File: config.mk
export PLATFORM = sky130hd
export DESIGN_NAME = bpa_ctrl
export DESIGN_NICKNAME = d
export VERILOG_FILES = /design/src/hdl/bpa_pkg.sv /design/src/hdl/bpa_ctrl.sv
export SDC_FILE = /design/constraint.sdc
export NUM_CORES = 1
export LEC_CHECK = 0
export BUFFER_PORTS_ARGS = -buffer_cell sky130_fd_sc_hd__buf_2
export CAP_MARGIN = 10
export CORE_ASPECT_RATIO = 1.75
export CORE_MARGIN = 5
export CORE_UTILIZATION = 45
export CTS_BUF_LIST = sky130_fd_sc_hd__clkbuf_16
export DETAILED_ROUTE_END_ITERATION = 10
export GPL_ROUTABILITY_DRIVEN = 0
export PLACE_DENSITY = 0.62
export SETUP_SLACK_MARGIN = 0.05
export SLEW_MARGIN = 20
export SYNTH_ARGS = -nofsm -noshare
export SYNTH_HDL_FRONTEND = slang
export SYNTH_SLANG_ARGS = --single-unit
File: constraint.sdc
create_clock -name clk -period 8.3 [get_ports clk]
set_input_delay 0.83 -clock clk [delete_from_list [all_inputs] [get_ports clk]]
set_output_delay 0.83 -clock clk [all_outputs]
set_load 0.01 [all_outputs]
File: src/hdl/bpa_pkg.sv
`default_nettype none
package bpa_pkg;

  localparam int MAX_ORDER  = 15;
  localparam int POOL_PAGES = 65536;
  localparam int PAGE_W     = 16;
  localparam int ORD_W      = 4;
  localparam int TP_W       = 16;
  localparam int LIMIT_W    = 17;

  localparam logic [1:0] MARK_NONE = 2'b00;
  localparam logic [1:0] MARK_HEAD = 2'b01;
  localparam logic [1:0] MARK_BUSY = 2'b11;

  localparam logic [1:0] REQ_ALLOC       = 2'd0;
  localparam logic [1:0] REQ_ALLOC_BELOW = 2'd1;
  localparam logic [1:0] REQ_FREE        = 2'd2;
  localparam logic [1:0] REQ_SPLIT       = 2'd3;

  localparam logic [1:0] ST_OK      = 2'd0;
  localparam logic [1:0] ST_NONE    = 2'd1;
  localparam logic [1:0] ST_INVALID = 2'd2;

  typedef struct packed {
    logic [PAGE_W-1:0] nl_ra;
    logic              nl_we;
    logic [PAGE_W-1:0] nl_wa;
    logic [PAGE_W-1:0] nl_wd;
    logic [PAGE_W-1:0] pl_ra;
    logic              pl_we;
    logic [PAGE_W-1:0] pl_wa;
    logic [PAGE_W-1:0] pl_wd;
    logic [PAGE_W-1:0] po_ra;
    logic              po_we;
    logic [PAGE_W-1:0] po_wa;
    logic [ORD_W-1:0]  po_wd;
    logic [PAGE_W-1:0] pm_ra;
    logic              pm_we;
    logic [PAGE_W-1:0] pm_wa;
    logic [1:0]        pm_wd;
    logic [PAGE_W-1:0] tp_ra;
    logic              tp_we;
    logic [PAGE_W-1:0] tp_wa;
    logic [TP_W-1:0]   tp_wd;
    logic [PAGE_W-1:0] pb_ra;
    logic              pb_we;
    logic [PAGE_W-1:0] pb_wa;
    logic              pb_wd;
  } mem_cmd_t;

  typedef struct packed {
    logic [PAGE_W-1:0] nl_q;
    logic [PAGE_W-1:0] pl_q;
    logic [ORD_W-1:0]  po_q;
    logic [1:0]        pm_q;
    logic [TP_W-1:0]   tp_q;
    logic              pb_q;
    logic              clearing;
  } mem_sts_t;

  function automatic logic [PAGE_W:0] one_shift(input logic [ORD_W-1:0] ord);
    return {{PAGE_W{1'b0}}, 1'b1} << ord;
  endfunction

  // Page that holds the pair bit of the block at p; bit PAGE_W set means none.
  function automatic logic [PAGE_W:0] pair_at(input logic [PAGE_W-1:0] p,
                                              input logic [TP_W-1:0] tp,
                                              input logic [ORD_W-1:0] ord);
    logic [PAGE_W:0] r;
    r = tp[0] ? {1'b0, p} : {1'b0, p} + one_shift(ord);
    if (tp == TP_W'(1)) begin
      r[PAGE_W] = 1'b1;
    end
    return r;
  endfunction

endpackage
`default_nettype wire

File: src/hdl/bpa_ctrl.sv
`default_nettype none
module bpa_ctrl (
  input  wire logic                       clk,
  input  wire logic                       rst,
  input  wire logic                       s_axis_tvalid,
  output logic                            s_axis_tready,
  input  wire logic [23:0]                s_axis_tdata,
  input  wire logic [1:0]                 s_axis_tuser,
  output logic                            m_axis_tvalid,
  input  wire logic                       m_axis_tready,
  output logic      [15:0]                m_axis_tdata,
  output logic      [1:0]                 m_axis_tuser,
  input  wire logic                       cfg_wr_en,
  input  wire logic [bpa_pkg::LIMIT_W-1:0] cfg_wr_data,
  output bpa_pkg::mem_cmd_t               cmd,
  input  wire bpa_pkg::mem_sts_t          sts
);
  import bpa_pkg::*;

  typedef enum logic [4:0] {
    S_IDLE, S_START, S_A_SCAN, S_W_CHK, S_W_NXT, S_T_START, S_T_TP, S_T_FLIP,
    S_T_LOOP, S_T_SPLW, S_T_RFLIP, S_T_END, S_B_CHK, S_S_WR, S_F_LOOP, S_F_GET,
    S_F_MERGE, S_F_END, S_F_FIN, S_RM_RD, S_RM_LINK, S_RM_SELF, S_PU_START,
    S_PU_T, S_PU_H, S_FL_RD, S_FL_WR, S_DONE
  } state_t;

  state_t             state, ret;
  logic [1:0]         typ;
  logic [ORD_W-1:0]   want;
  logic [PAGE_W-1:0]  blk;
  logic [ORD_W:0]     o;
  logic [PAGE_W-1:0]  q, r, l;
  logic [TP_W-1:0]    tpq, tpr;
  logic [PAGE_W-1:0]  lh [MAX_ORDER+1];
  logic [MAX_ORDER:0] lv;
  logic [ORD_W-1:0]   rm_o, pu_o;
  logic [PAGE_W-1:0]  rm_p, pu_p, fr;
  logic               fbit;
  logic [LIMIT_W-1:0] limit_page;
  logic [1:0]         res_st;
  logic [PAGE_W-1:0]  res_idx;

  logic [PAGE_W:0]    split_r, fl_q, fl_r, bud, half_r;
  logic               below;

  assign split_r = {1'b0, blk} + one_shift(sts.po_q - ORD_W'(1));
  assign half_r  = {1'b0, q} + one_shift(ORD_W'(o - (ORD_W+1)'(1)));
  assign fl_q    = pair_at(q, tpq, o[ORD_W-1:0]);
  assign fl_r    = pair_at(r, tpr, o[ORD_W-1:0]);
  assign bud     = tpq[0] ? {1'b0, q} - one_shift(o[ORD_W-1:0])
                          : {1'b0, q} + one_shift(o[ORD_W-1:0]);
  assign below   = ({1'b0, q} < limit_page);
  assign s_axis_tready = (state == S_IDLE) && !sts.clearing;

  always_ff @(posedge clk) begin
    if (rst) begin
      state         <= S_IDLE;
      ret           <= S_IDLE;
      m_axis_tvalid <= 1'b0;
      limit_page    <= LIMIT_W'(POOL_PAGES);
      lv            <= {1'b1, {MAX_ORDER{1'b0}}};
      for (int i = 0; i <= MAX_ORDER; i++) begin
        lh[i] <= '0;
      end
    end else begin
      if (cfg_wr_en) begin
        limit_page <= cfg_wr_data;
      end
      if (m_axis_tvalid && m_axis_tready && state != S_DONE) begin
        m_axis_tvalid <= 1'b0;
      end
      unique case (state)
        S_IDLE: begin
          if (s_axis_tvalid && s_axis_tready) begin
            typ   <= s_axis_tuser;
            want  <= s_axis_tdata[3:0];
            blk   <= s_axis_tdata[19:4];
            state <= S_START;
          end
        end
        S_START: begin
          if (typ == REQ_ALLOC || typ == REQ_ALLOC_BELOW) begin
            o <= {1'b0, want};
            if (32'(want) > MAX_ORDER) begin
              res_st <= ST_NONE;
              state  <= S_DONE;
            end else begin
              state <= S_A_SCAN;
            end
          end else begin
            state <= S_B_CHK;
          end
        end
        S_A_SCAN: begin
          if (32'(o) > MAX_ORDER) begin
            res_st <= ST_NONE;
            state  <= S_DONE;
          end else if (!lv[o[ORD_W-1:0]]) begin
            o <= o + (ORD_W+1)'(1);
          end else begin
            q     <= lh[o[ORD_W-1:0]];
            state <= (typ == REQ_ALLOC) ? S_T_START : S_W_CHK;
          end
        end
        S_W_CHK: begin
          state <= below ? S_T_START : S_W_NXT;
        end
        S_W_NXT: begin
          q <= sts.nl_q;
          if (sts.nl_q == lh[o[ORD_W-1:0]]) begin
            o     <= o + (ORD_W+1)'(1);
            state <= S_A_SCAN;
          end else begin
            state <= S_W_CHK;
          end
        end
        S_T_START: state <= S_T_TP;
        S_T_TP: begin
          tpq   <= sts.tp_q;
          rm_o  <= o[ORD_W-1:0];
          rm_p  <= q;
          ret   <= S_T_FLIP;
          state <= S_RM_RD;
        end
        S_T_FLIP: begin
          fr    <= fl_q[PAGE_W-1:0];
          ret   <= S_T_LOOP;
          state <= fl_q[PAGE_W] ? S_T_LOOP : S_FL_RD;
        end
        S_T_LOOP: begin
          if (o > {1'b0, want}) begin
            r     <= half_r[PAGE_W-1:0];
            tpr   <= {tpq[TP_W-2:0], 1'b1};
            tpq   <= {tpq[TP_W-2:0], 1'b0};
            o     <= o - (ORD_W+1)'(1);
            state <= S_T_SPLW;
          end else begin
            state <= S_T_END;
          end
        end
        S_T_SPLW: begin
          pu_o  <= o[ORD_W-1:0];
          pu_p  <= r;
          ret   <= S_T_RFLIP;
          state <= S_PU_START;
        end
        S_T_RFLIP: begin
          fr    <= fl_r[PAGE_W-1:0];
          ret   <= S_T_LOOP;
          state <= fl_r[PAGE_W] ? S_T_LOOP : S_FL_RD;
        end
        S_T_END: begin
          res_st  <= ST_OK;
          res_idx <= q;
          state   <= S_DONE;
        end
        S_B_CHK: begin
          if (sts.pm_q != MARK_BUSY) begin
            res_st <= ST_INVALID;
            state  <= S_DONE;
          end else if (typ == REQ_FREE) begin
            q     <= blk;
            o     <= {1'b0, sts.po_q};
            tpq   <= sts.tp_q;
            state <= S_F_LOOP;
          end else if (sts.po_q == '0) begin
            res_st <= ST_NONE;
            state  <= S_DONE;
          end else if (split_r[PAGE_W]) begin
            res_st <= ST_INVALID;
            state  <= S_DONE;
          end else begin
            r     <= split_r[PAGE_W-1:0];
            tpq   <= {sts.tp_q[TP_W-2:0], 1'b0};
            o     <= {1'b0, sts.po_q - ORD_W'(1)};
            state <= S_S_WR;
          end
        end
        S_S_WR: begin
          res_st  <= ST_OK;
          res_idx <= r;
          state   <= S_DONE;
        end
        S_F_LOOP: begin
          if (32'(o) < MAX_ORDER && !fl_q[PAGE_W]) begin
            fr    <= fl_q[PAGE_W-1:0];
            ret   <= S_F_GET;
            state <= S_FL_RD;
          end else begin
            state <= S_F_END;
          end
        end
        S_F_GET: begin
          if (fbit || bud[PAGE_W]) begin
            state <= S_F_END;
          end else begin
            rm_o  <= o[ORD_W-1:0];
            rm_p  <= bud[PAGE_W-1:0];
            r     <= tpq[0] ? q : bud[PAGE_W-1:0];
            l     <= tpq[0] ? bud[PAGE_W-1:0] : q;
            ret   <= S_F_MERGE;
            state <= S_RM_RD;
          end
        end
        S_F_MERGE: begin
          q     <= l;
          tpq   <= {1'b0, tpq[TP_W-1:1]};
          o     <= o + (ORD_W+1)'(1);
          state <= S_F_LOOP;
        end
        S_F_END: begin
          pu_o  <= o[ORD_W-1:0];
          pu_p  <= q;
          ret   <= S_F_FIN;
          state <= S_PU_START;
        end
        S_F_FIN: begin
          res_st <= ST_OK;
          state  <= S_DONE;
        end
        S_RM_RD: state <= S_RM_LINK;
        S_RM_LINK: begin
          if (lv[rm_o] && lh[rm_o] == rm_p) begin
            if (sts.nl_q == rm_p) begin
              lv[rm_o] <= 1'b0;
            end else begin
              lh[rm_o] <= sts.nl_q;
            end
          end
          state <= S_RM_SELF;
        end
        S_RM_SELF: state <= ret;
        S_PU_START: begin
          if (!lv[pu_o]) begin
            lv[pu_o] <= 1'b1;
            lh[pu_o] <= pu_p;
            state    <= ret;
          end else begin
            state <= S_PU_T;
          end
        end
        S_PU_T: state <= S_PU_H;
        S_PU_H: state <= ret;
        S_FL_RD: state <= S_FL_WR;
        S_FL_WR: begin
          fbit  <= ~sts.pb_q;
          state <= ret;
        end
        S_DONE: begin
          if (!m_axis_tvalid || m_axis_tready) begin
            m_axis_tvalid <= 1'b1;
            m_axis_tuser  <= res_st;
            m_axis_tdata  <= (res_st == ST_OK && typ != REQ_FREE) ? res_idx : '0;
            state <= S_IDLE;
          end
        end
        default: state <= S_IDLE;
      endcase
    end
  end

  always_comb begin
    cmd = '0;
    unique case (state)
      S_START: begin
        cmd.pm_ra = blk;
        cmd.po_ra = blk;
        cmd.tp_ra = blk;
      end
      S_W_CHK:   cmd.nl_ra = q;
      S_T_START: cmd.tp_ra = q;
      S_T_SPLW: begin
        cmd.tp_we = 1'b1; cmd.tp_wa = r; cmd.tp_wd = tpr;
        cmd.po_we = 1'b1; cmd.po_wa = r; cmd.po_wd = o[ORD_W-1:0];
        cmd.pm_we = 1'b1; cmd.pm_wa = r; cmd.pm_wd = MARK_HEAD;
      end
      S_T_END: begin
        cmd.pm_we = 1'b1; cmd.pm_wa = q; cmd.pm_wd = MARK_BUSY;
        cmd.po_we = 1'b1; cmd.po_wa = q; cmd.po_wd = want;
        cmd.tp_we = 1'b1; cmd.tp_wa = q; cmd.tp_wd = tpq;
      end
      S_B_CHK: begin
        // The right half of a split is written as soon as the checks pass.
        if (typ == REQ_SPLIT && sts.pm_q == MARK_BUSY && sts.po_q != '0
            && !split_r[PAGE_W]) begin
          cmd.pm_we = 1'b1; cmd.pm_wa = split_r[PAGE_W-1:0]; cmd.pm_wd = MARK_BUSY;
          cmd.tp_we = 1'b1; cmd.tp_wa = split_r[PAGE_W-1:0];
          cmd.tp_wd = {sts.tp_q[TP_W-2:0], 1'b1};
          cmd.po_we = 1'b1; cmd.po_wa = split_r[PAGE_W-1:0];
          cmd.po_wd = sts.po_q - ORD_W'(1);
        end
      end
      S_S_WR: begin
        cmd.tp_we = 1'b1; cmd.tp_wa = blk; cmd.tp_wd = tpq;
        cmd.po_we = 1'b1; cmd.po_wa = blk; cmd.po_wd = o[ORD_W-1:0];
      end
      S_F_MERGE: begin
        cmd.pm_we = 1'b1; cmd.pm_wa = r; cmd.pm_wd = MARK_NONE;
        cmd.po_we = 1'b1; cmd.po_wa = r; cmd.po_wd = '0;
        cmd.tp_we = 1'b1; cmd.tp_wa = r; cmd.tp_wd = '0;
      end
      S_F_END: begin
        cmd.pm_we = 1'b1; cmd.pm_wa = q; cmd.pm_wd = MARK_HEAD;
        cmd.po_we = 1'b1; cmd.po_wa = q; cmd.po_wd = o[ORD_W-1:0];
        cmd.tp_we = 1'b1; cmd.tp_wa = q; cmd.tp_wd = tpq;
      end
      S_RM_RD: begin
        cmd.nl_ra = rm_p;
        cmd.pl_ra = rm_p;
      end
      S_RM_LINK: begin
        cmd.nl_we = 1'b1; cmd.nl_wa = sts.pl_q; cmd.nl_wd = sts.nl_q;
        cmd.pl_we = 1'b1; cmd.pl_wa = sts.nl_q; cmd.pl_wd = sts.pl_q;
      end
      S_RM_SELF: begin
        cmd.nl_we = 1'b1; cmd.nl_wa = rm_p; cmd.nl_wd = rm_p;
        cmd.pl_we = 1'b1; cmd.pl_wa = rm_p; cmd.pl_wd = rm_p;
      end
      S_PU_START: begin
        if (!lv[pu_o]) begin
          cmd.nl_we = 1'b1; cmd.nl_wa = pu_p; cmd.nl_wd = pu_p;
          cmd.pl_we = 1'b1; cmd.pl_wa = pu_p; cmd.pl_wd = pu_p;
        end else begin
          cmd.pl_ra = lh[pu_o];
        end
      end
      S_PU_T: begin
        cmd.nl_we = 1'b1; cmd.nl_wa = sts.pl_q; cmd.nl_wd = pu_p;
        cmd.pl_we = 1'b1; cmd.pl_wa = pu_p;     cmd.pl_wd = sts.pl_q;
      end
      S_PU_H: begin
        cmd.nl_we = 1'b1; cmd.nl_wa = pu_p;     cmd.nl_wd = lh[pu_o];
        cmd.pl_we = 1'b1; cmd.pl_wa = lh[pu_o]; cmd.pl_wd = pu_p;
      end
      S_FL_RD: cmd.pb_ra = fr;
      S_FL_WR: begin
        cmd.pb_we = 1'b1; cmd.pb_wa = fr; cmd.pb_wd = ~sts.pb_q;
      end
      default: cmd = '0;
    endcase
  end
endmodule
`default_nettype wire

Word-level counts from Yosys, hierarchy flattened

Memories as Yosys holds them, arrays and structs flattened. A register that Yosys moved wholly into a read port is not among the register bits.
Index checks and enable logic that the tools add are counted.

Shifts and indexed selects: 3
Equal/unequal tests: 62
Magnitude comparators: 9
Muxes and demuxes: 123
Bitwise gates (word level): 6
$add $sub $neg: 7
Reductions and logical operators: 61

Operators by type and width:

| kind                                                                  | number |
|---|---|
| 33-bit one-hot mux with 5 select lines                                | 3 |
| 16-bit 2-to-1 mux                                                     | 27 |
| 16-bit one-hot mux with 2 select lines                                | 7 |
| 16-bit one-hot mux with 4 select lines                                | 2 |
| 21-bit one-hot mux with 6 select lines                                | 1 |
| 5-bit one-hot mux with 23 select lines                                | 1 |
| 5-bit 2-to-1 mux                                                      | 22 |
| 16-bit one-hot mux with 3 select lines                                | 2 |
| 19-bit one-hot mux with 5 select lines                                | 1 |
| 33-bit 2-to-1 mux                                                     | 2 |
| 5-bit equality test, second input constant                            | 12 |
| 5-bit one-hot mux with 6 select lines                                 | 2 |
| 16-bit equality test                                                  | 3 |
| 5-bit by 4-bit equality test with 1-bit output, second input constant | 8 |
| 2-bit inequality test, second input constant                          | 20 |
| 16-bit by 17-bit adder with 17-bit output                             | 2 |
| 17-bit 2-to-1 mux                                                     | 2 |
| 1-bit by 4-bit left shift with 17-bit output, first input constant    | 2 |
| 4-bit 2-to-1 mux                                                      | 8 |
| 16-bit OR reduction                                                   | 2 |
| 1-bit 2-to-1 mux                                                      | 25 |
| 3-bit AND reduction                                                   | 8 |
| 21-bit 2-to-1 mux                                                     | 1 |
| 5-bit by 3-bit equality test with 1-bit output, second input constant | 4 |
| 52 further kinds                                                      | 104 |

Memories: 1
Input bits: 104
RAM bits: 256
Output and inout bits: 273
Flip-flop bits (word level): 243
Word-level logic and storage cells: 296

Memories:

| memory | depth | bits a word | read ports | clocked after memory_dff | write ports | line           | source |
|---|---|---|---|---|---|---|---|
| lh     | 16    | 16          | 3          | 3                        | 16          | bpa_ctrl.sv:34 | `logic [PAGE_W-1:0] lh [MAX_ORDER+1];` |

Logic depth before layout (Yosys ltp)

Gate-level depths: netlist (run 1).

Depth after elaboration: 10
Depth in mapped cells: 20
Gate-level depth less buffers: 18

Worst setup path after synthesis (run 1)

OpenSTA, ideal clock, no wires.

Kind: register -> register
Start point: reg o[0]
End point: reg r[0], enable pin
Required time: 7,822 ps
Buffers on the path: 1
Stages on the path, launching flop included: 16
Setup time: 478 ps
Slack: 1,711 ps
Period minus slack after synthesis: 6,589 ps
Arrival: 6,111 ps
Cell sequence: edfxtp_1 clkbuf_1 inv_1 ha_1 and2_1 ha_1 inv_1 fa_1 nor2_1 o311a_1 o211ai_1 a211o_1 o21ai_0 or2_2 or3_1 a2111oi_0

Cells in the longest elaborated chain, start to end: 6
Elaborated cells between the ends (all ways): 9
Classes of those cells: add/sub: 2; order compare: 1; eq/ne: 2; shift: 1; mux: 1; reduce/logical: 2

RTL lines:

| what                                                                                                        | line                           | source |
|---|---|---|
| start, declared                                                                                             | bpa_ctrl.sv:31                 | `logic [ORD_W:0] o;` |
| start signal, assigned                                                                                      | bpa_ctrl.sv:83                 | `o <= {1'b0, want};` |
| start signal, assigned                                                                                      | bpa_ctrl.sv:99                 | `o <= o + (ORD_W+1)'(1);` |
| start signal, assigned                                                                                      | bpa_ctrl.sv:111                | `o <= o + (ORD_W+1)'(1);` |
| 1-bit by 4-bit left shift with 17-bit output                                                                | bpa_pkg.sv:62                  | `return {{PAGE_W{1'b0}}, 1'b1} << ord;` |
| 16-bit by 17-bit adder with 17-bit output or 16-bit by 17-bit subtractor with 17-bit output (tied branches) | bpa_ctrl.sv:51, bpa_ctrl.sv:50 |  |
| 17-bit 2-to-1 mux                                                                                           | bpa_ctrl.sv:50                 | `assign bud = tpq[0] ? {1'b0, q} - one_shift(o[ORD_W-1:0])` |
| 1-bit logical OR                                                                                            | bpa_ctrl.sv:194                | `if (fbit \|\| bud[PAGE_W]) begin` |
| 2-bit inequality test (no source line)                                                                      | -                              |  |
| 8-bit AND reduction (no source line) (*)                                                                    | -                              |  |
| end signal, assigned                                                                                        | bpa_ctrl.sv:132                | `r <= half_r[PAGE_W-1:0];` |
| end signal, assigned                                                                                        | bpa_ctrl.sv:173                | `r <= split_r[PAGE_W-1:0];` |
| end signal, assigned                                                                                        | bpa_ctrl.sv:199                | `r <= tpq[0] ? q : bud[PAGE_W-1:0];` |
| end, declared                                                                                               | bpa_ctrl.sv:32                 | `logic [PAGE_W-1:0] q, r, l;` |

Every way passes the cells marked *; elsewhere a longest branch is shown, timed or not.
A chain may end at the register's enable or synchronous reset.

==> metrics list, run 1 <==
* Final setup viols: 0
- Area leader, netlist: sky130_fd_sc_hd__edfxtp_1
- Worst max-slew margin expressed relative to the limit: 0.2117
- After layout, the design draws a total of 0.01001 W.
* Clock sink count: 510
- RSZ-0062 raised after global routing: no
- Via density per instance: 6.800
- Number of flops mapped to enable cells by yosys: 455
- After the first detailed-routing iteration, the DRC count stood at 4296.
- Summed over all layers, the global routing overflow is 0.
* Die Area: 0.08516 mm2
* Initial antenna violation count: 11
- Post-DRT Antenna Nets: 0
* Root buffer cell: sky130_fd_sc_hd__clkbuf_16
* Clk Latency, worst-skew pair: 0.66 ns
* Transition time at the pin with the least slew margin: 1.180 ns
- Slowest cell on crit path: sky130_fd_sc_hd__o31ai_1
* Buffers plus inverters on the worst setup path: 3
* Highest clock frequency the design can meet: 155.6 MHz
- Most prevalent standard cell on the critical path: sky130_fd_sc_hd__a21o_1
- Share of the synthesized area in the top cell type: 0.3833
* Worst setup slack before clock tree synthesis: 1.910 ns
- Synthesis produced a netlist whose cell count is 3305.
* Smallest setup slack after layout: 1.872 ns
* Via count of the routed design: 31300
- Pin count of the biggest net entering global routing: 57
* Worst min-delay path class: input pin to register
- Final number of max-transition violations: 0
* Cell area after technology mapping: 0.03564 mm2
- Cell family contributing the most delay on the critical path: compound AO/OA/AOI/OAI gates
* Distinct cell type count of the synthesized netlist: 93
- Clock-pin slew was measured on the worst setup and hold paths at 0.07 ns.
- Proportion of layout cells with a drive suffix above 1: 0.2529
* Ordered cell list for the critical path: buf_2 > inv_1 > ha_1 > xnor2_1 > nor2b_1 > and2_1 > ha_1 > a21o_1 > a21o_1 > a21o_1 > a21oi_1 > a21bo_2 > a2111o_1 > o31ai_1 > buf_2
- The initial utilization of the core area, before any placement, comes to 0.4534.
- Pre-antenna DRT Iters: 7
- Synthesized area per cell: 10.78 um2
- CTS tree: yes
- In this run the power density over the cells is 250.0 mW/mm2.
- For this run, design rule violations remaining after detail routing come to 0.
- Total of warnings raised by yosys: 0
* Share of the clock period used by the worst path after layout: 0.7745
* Critical path arrival: 5.60 ns
- Setup Fix Bufs, Post-CTS: 0
- In this run the tool buffered the top-level ports with 372 buffer cells.
* Number of buffers created by CTS: 50
- Sequential fraction of the synthesis area: 0.4142
- Dividing the detail-routed wire length by the instance count gives 33.54 um.
- The die is 382.3 um tall.
- After legalization and detailed placement, the total HPWL measured 115000 um.
* Async SR Flop Fraction: 0
* Delay contributed by the slowest stage of the critical path: 0.98 ns
- Synthesis inferred 510 register bits.
- X dimension of the die: 222.8 um
* Run status: completed
* Critical path class: input pin to primary output
* Clock Tree Buf Depth: 3
- Total negative slack: 0 ns
- Buffers inserted to repair hold after CTS numbered 0.
- Global-route wire length before repair: 217200 um
* Number of ports placed on the die boundary: 377
- The worst path in the final design needs a cycle of 6.428 ns, including I/O delays and setup.
- Setup clock skew after layout: 0.03340 ns
- CTS built an H-tree with a depth of 2.
- Post-CTS Resized: 0
* Peak ir drop on the vdd network: 0.0001708 V
- When the netlist entered floorplanning its net count stood at 3510.
- Max capacitance violation total: 0
- STA classifies the critical path endpoint as a primary output.
- Data required time at the worst endpoint: 7.47 ns
- In the final design database the tool counted 3723 nets.
- Maximum fanout along the worst path: 16
- STA classifies the critical path startpoint as an input pin.
* Growth of design area from synthesis to finish: 12.38%
- For this run, the total global-route usage over all layers was measured as 0.3482.
- Static leakage power: 16.37 nW
- Core footprint: 0.07862 mm2
- Fin. Hold Viols: 0
- Final wirelength: 154400 um
* Number of core rows: 136
* Synth top area cells: sky130_fd_sc_hd__edfxtp_1 (38%), sky130_fd_sc_hd__mux4_2 (13%), sky130_fd_sc_hd__mux2i_1 (3.7%)
- The via count of the first global-routing pass was 30830.
* Most used flip-flop cell after synthesis: sky130_fd_sc_hd__edfxtp_1
==> stage by stage <==
stage               utilization  cell area [um2]  hold WS [ns]  std cells
global route             0.5095            40050        0.3489       4601
CTS                      0.5089            40010        0.3320       4593
global placement         0.4881            38370        0.4372       4500
floorplan                     -            35640        0.4278       3305
finish                   0.5095            40060        0.3548       4603
detailed placement       0.4883            38390        0.4358       4500
==> worst register-to-register path: stages (launching register included) <==
cell and delay [ns]:
sky130_fd_sc_hd__dfxtp_4 0.78, sky130_fd_sc_hd__buf_4 0.68, sky130_fd_sc_hd__mux4_2 0.60, sky130_fd_sc_hd__mux2i_1 0.14, sky130_fd_sc_hd__mux2i_1 0.10, sky130_fd_sc_hd__xor2_1 0.69
sky130_fd_sc_hd__nand2b_1 0.19, sky130_fd_sc_hd__or4_1 0.16, sky130_fd_sc_hd__nor4_4 0.05, sky130_fd_sc_hd__buf_4 0.27, sky130_fd_sc_hd__a32oi_4 0.76, sky130_fd_sc_hd__nand2_1 0.96
==> logic make-up after synthesis <==
kind of cell | after synthesis | share of synthesized area
DFF | 510 | 0.4142
and+or+nand+nor | 1005 | 0.1343
adders and majority gates | 101 | 0.03630
muxes | 380 | 0.1786
buffers and inverters | 448 | 0.05581
AOI/OAI and AO/OA | 714 | 0.1446
xor gates and xnor gates | 147 | 0.03612
==> cell type report <==
cell class,count,area (um2)
diodes,9,22.52
clock buffers,50,1251
clock inverters,43,371.6
fillers,7171,38560
inverters,114,427.9
multi-input cells,2347,19100
flip-flops and latches,510,14780
well taps,1035,1295
repair buffers,495,2801
==> metal layers <==
| layer | vias to the layer above | global-route usage | wire length, um |
|---|---|---|---|
| met4 | 8 | 0.3036 | 16970 |
| met1 | 15270 | 0.3659 | 47000 |
| met2 | 2335 | 0.5807 | 73560 |
| li1 | 12970 | - | - |
| met3 | 708 | 0.08147 | 16740 |
| met5 | - | 0.005760 | 117 |
==> sequential cells by signal, indices dropped and copies added, names as in the netlist, 15 cells and up, named ones only <==
signal / cells
blk: 16
fr: 16
l: 16
lh: 256
limit_page: 17
lv: 16
m_axis_tdata: 16
pu_p: 16
q: 16
r: 16
res_idx: 16
rm_p: 16
tpq: 16
tpr: 15
==> cell usage in the layout, fill, tap and decap left out, drive strengths merged, types with 19 or more instances in the layout <==
cell,count
o21ai,172
and2,101
xor2,39
edfxtp,455
nand3,25
inv,131
clkbuf,50
ha,97
a22oi,39
a211oi,28
clkinv,19
buf,495
nor3,161
mux2,49
nor4,23
nor2,278
a21oi,101
dfxtp,55
nand2b,29
a222oi,81
xnor2,108
a21o,75
nand2,265
a31oi,29
nor2b,42
mux4,200
mux2i,131
a22o,40
==> power breakdown <==
part / switching [W] / leakage (nW) / total, W / internal (W)
Sequential: 0.000346 / 4.89 / 0.00343 / 0.00308
Combinational: 0.00263 / 10.6 / 0.00424 / 0.00161
Clock: 0.00109 / 0.849 / 0.00235 / 0.00126
==> path summary, 6_finish.rpt <==
path / from / end / slack [ns] / cells past startpoint
worst min-delay path: s_axis_tdata[6] / blk[2] / 0.35 / 1
worst min register to register: res_st[0] / m_axis_tuser[0] / 0.45 / 0
worst max register to register: register / lh[3][1] / 2.35 / 11
worst max-delay path: sts[20] / cmd[100] / 1.87 / 15
==> cells in the mapped netlist (5+ instances only) <==
master                        n
sky130_fd_sc_hd__nand2_1    265
sky130_fd_sc_hd__a311oi_1     9
sky130_fd_sc_hd__dfxtp_1     55
sky130_fd_sc_hd__a22o_1      40
sky130_fd_sc_hd__mux2i_1    131
sky130_fd_sc_hd__inv_1      111
sky130_fd_sc_hd__xnor2_1    108
sky130_fd_sc_hd__a21o_1      75
sky130_fd_sc_hd__buf_4       56
sky130_fd_sc_hd__o41ai_1      5
sky130_fd_sc_hd__nand2b_1    29
sky130_fd_sc_hd__o211ai_1    17
sky130_fd_sc_hd__o31ai_1     15
sky130_fd_sc_hd__xor2_1      39
sky130_fd_sc_hd__nand4_1     14
sky130_fd_sc_hd__and3_1      18
sky130_fd_sc_hd__edfxtp_1   455
sky130_fd_sc_hd__o21ai_0    169
sky130_fd_sc_hd__o221ai_1     8
sky130_fd_sc_hd__ha_1        97
sky130_fd_sc_hd__a31oi_1     28
sky130_fd_sc_hd__a22oi_1     38
sky130_fd_sc_hd__nor4_1      22
sky130_fd_sc_hd__nand3b_1     7
sky130_fd_sc_hd__a32o_1       5
sky130_fd_sc_hd__o21a_1      11
sky130_fd_sc_hd__a211oi_1    28
sky130_fd_sc_hd__nand3_1     25
sky130_fd_sc_hd__a2111oi_0    7
sky130_fd_sc_hd__nor3_1     158
sky130_fd_sc_hd__a222oi_1    81
sky130_fd_sc_hd__o21bai_1     8
sky130_fd_sc_hd__buf_1       31
sky130_fd_sc_hd__nor2_1     277
sky130_fd_sc_hd__or2_2        9
sky130_fd_sc_hd__buf_2       36
sky130_fd_sc_hd__mux2_2      49
sky130_fd_sc_hd__nor2b_1     42
sky130_fd_sc_hd__mux4_2     200
sky130_fd_sc_hd__or3_1       18
sky130_fd_sc_hd__clkbuf_1   204
sky130_fd_sc_hd__a32oi_2      5
sky130_fd_sc_hd__and2_1      99
sky130_fd_sc_hd__buf_6        7
sky130_fd_sc_hd__a21oi_1     99
(Power assumes the default switching activity.)
==> run 2: changes to the inputs <==
PLACE_DENSITY = 0.64   (was 0.62)
clock period = 5.5 ns   (was 8.3 ns; I/O delays follow)
==> metrics list, run 2 (same netlist as run 1, synthesis figures left out) <==
- At the end of the flow, the number of nets in the layout was 3758.
- Number of buffers created by CTS: 49
- Smallest setup slack after layout: 0.3088 ns
- Setup clock skew after layout: 0.02729 ns
- The number of cells on the worst reg-to-reg path is 15.
* Violated checks: design-rule violations
* Share of the clock period used by the worst path after layout: 0.9439
- In this run the critical register-to-register path is captured at r[8].
* Number of core rows: 136
- Clock sink count: 510
- Average wire per cell in the routed design: 33.45 um
- After detailed routing, the met2 layer carries 73040 um of wire.
* Die Area: 0.08516 mm2
* Most prevalent standard cell on the critical path: sky130_fd_sc_hd__a21o_1
* Maximum fanout along the worst path: 15
* Pre-antenna DRT Iters: 11
* Global-route wire length before repair: 217600 um
* Initial antenna violation count: 9
- In the layout the commonest cells are sky130_fd_sc_hd__edfxtp_1 (455), sky130_fd_sc_hd__buf_2 (372), sky130_fd_sc_hd__nor2_1 (269).
- Setup violations remaining at the end of the flow were counted as 0.
- Highest clock frequency the design can meet: 192.6 MHz
* Setup Fix Bufs, Post-CTS: 0
- Growth of design area from synthesis to finish: 13.94%
- Total negative slack: 0 ns
* Total non-filler cell area in the finished layout: 0.04061 mm2
- For this design the static power due to leakage is 16.60 nW.
* Stages on the worst setup path: 17
- Proportion of layout cells with a drive suffix above 1: 0.2638
- Prior to clock tree synthesis, the placed netlist has a worst setup slack of 0.2200 ns.
* H-Tree Depth: 2
- Port buffering added 372 buffers.
- The worst setup path is captured at a primary output.
* Initial Utilization: 0.4534
- Pin count of the biggest net entering global routing: 58
- For the worst setup path, the data required time is 4.95 ns.
- In this run the tightest slew margin relative to its limit is 0.1872.
- Wire segments on met3 add up to 17160 um in the final route.
- IR analysis of the VDD net gives a maximum drop of 0.0003048 V.
- Via density per instance: 6.786
- Critical path arrival: 4.64 ns
- The number of hold violations in the final report is 0.
* Max FFs per register: 256
- Measured along the x axis, the die boundary spans 222.8 um.
- After clock tree synthesis, the clock-pin slew on the worst setup and hold paths is 0.07 ns.
- Post-DRT Antenna Nets: 0
- The number of buffers and inverters on the critical path is 4.
- The critical path goes through buf_2 > inv_1 > ha_1 > xnor2_2 > nor2b_1 > and2_1 > ha_1 > a21o_1 > a21o_1 > a21o_1 > a21oi_1 > a21bo_2 > a2111o_1 > buf_4 > o31ai_1 > a21o_1 > buf_2.
* Iter 0 DRT Violations: 4430
- The total area inside the core boundary comes to 0.07862 mm2.
- The via count of the first global-routing pass was 30960.
- Cell area after placement: 0.03884 mm2
- The total overflow left after global routing is 0.
* Count of unresolved DRC violations after routing: 1
* Largest registers: lh: 256 flops, limit_page: 17 flops
* Flop-to-flop setup slack: 0.50 ns
* Min Tclk post-route: 5.191 ns
- Half-perimeter wire length after placement: 114500 um
- Detailed routing inserted a total of 31440 vias.
- Startpoint of the most critical register-to-register path: o[1]
* Worst setup startpoint: sts[20]
* Commonest non-fill, non-tap cell in the layout: sky130_fd_sc_hd__edfxtp_1
- In the global route stage, overall resource usage came out at 0.3503.
- Highest metal layer used by the detailed router: met5
- The kind of cell with the highest combined delay along the critical path is compound AO/OA/AOI/OAI gates.
* Critical path capture point: cmd[137]
- Max capacitance violation total: 0
- Critical path class: input pin to primary output
* Number of ports placed on the die boundary: 377
* Critical path startpoint category: input pin
* Met1 Wirelength: 47130 um
* Worst min-delay path class: input pin to register
- Power density of the placed cells: 378.7 mW/mm2
* Clk Latency, worst-skew pair: 0.67 ns
- Clock Tree Buf Depth: 3
- The max-slew violation count is 0.
- The run finished, with violations left.
* Register ranked first by flip-flop count: lh
- Slowest cell on crit path: sky130_fd_sc_hd__o31ai_1
* Delay contributed by the slowest stage of the critical path: 0.60 ns
- Final wirelength: 155000 um
- CTS tree: yes
* Vertical die dimension: 382.3 um
* Transition time at the pin with the least slew margin: 1.219 ns
- RSZ-0062 raised after global routing: no
* Root buffer cell: sky130_fd_sc_hd__clkbuf_16
run 2: through the flow:
step / instances / util / hold slack, ns / power (W)
detailed placement: 4537 / 0.4940 / 0.4401 / 0.01145
finish: 4633 / 0.5166 / 0.05721 / 0.01538
CTS: 4629 / 0.5161 / 0.05094 / 0.01515
global route: 4631 / 0.5165 / 0.04588 / 0.01588
global placement: 4537 / 0.4939 / 0.4377 / 0.01140
floorplan: 3305 / - / 0.4278 / 0.009150
run 2: repair_timing:
action                                  CTS  global route
endpoints found under the hold margin     0             0
resized for setup                         0             2
hold buffers                              0             0
endpoints found under the setup margin    0            39
run 2: how the worst min path moves through the flow:
stage | from | to | slack (ns) | cells after the start
after global routing | s_axis_tdata[3] | want[3] | 0.05 | 1
final | s_axis_tdata[3] | want[3] | 0.06 | 1
after floorplan | res_st[0] | m_axis_tuser[0] | 0.43 | 0
after detailed placement | res_st[1] | m_axis_tuser[1] | 0.44 | 0
after global placement | res_st[1] | m_axis_tuser[1] | 0.44 | 0
after CTS | s_axis_tdata[3] | want[3] | 0.05 | 1
run 2: routing by layer:
| layer | global-route usage | vias to the layer above |
|---|---|---|
| li1 | - | 13040 |
| met1 | 0.3640 | 15150 |
| met2 | 0.5838 | 2472 |
| met3 | 0.09521 | 773 |
| met4 | 0.2970 | 6 |
| met5 | 0 | - |
run 2: where the power goes:
group	internal [W]	leakage, nW	total, W	switching (W)
Combinational	0.00252	10.9	0.00650	0.00398
Sequential	0.00465	4.89	0.00512	0.000471
Clock	0.00208	0.841	0.00376	0.00168
Total	0.00925	16.6	0.0154	0.00613
run 2: cell type report:
cell class / instances / area, um2
inverter: 114 / 427.9
clock inverter: 43 / 509.2
fill: 7055 / 38000
timing repair buffer: 531 / 3268
antenna: 4 / 10.01
clock buffer: 49 / 1226
sequential: 510 / 14780
tap: 1035 / 1295
multi-input combinational: 2347 / 19090
run 2: worst register-to-register path: cells and delay by family (launching register included):
family	cells	cell delay, ns
and+or+nand+nor	4	1.14
buffers and inverters	3	0.54
DFF	1	0.46
adders and majority gates	3	0.84
AOI/OAI and AO/OA	5	1.67
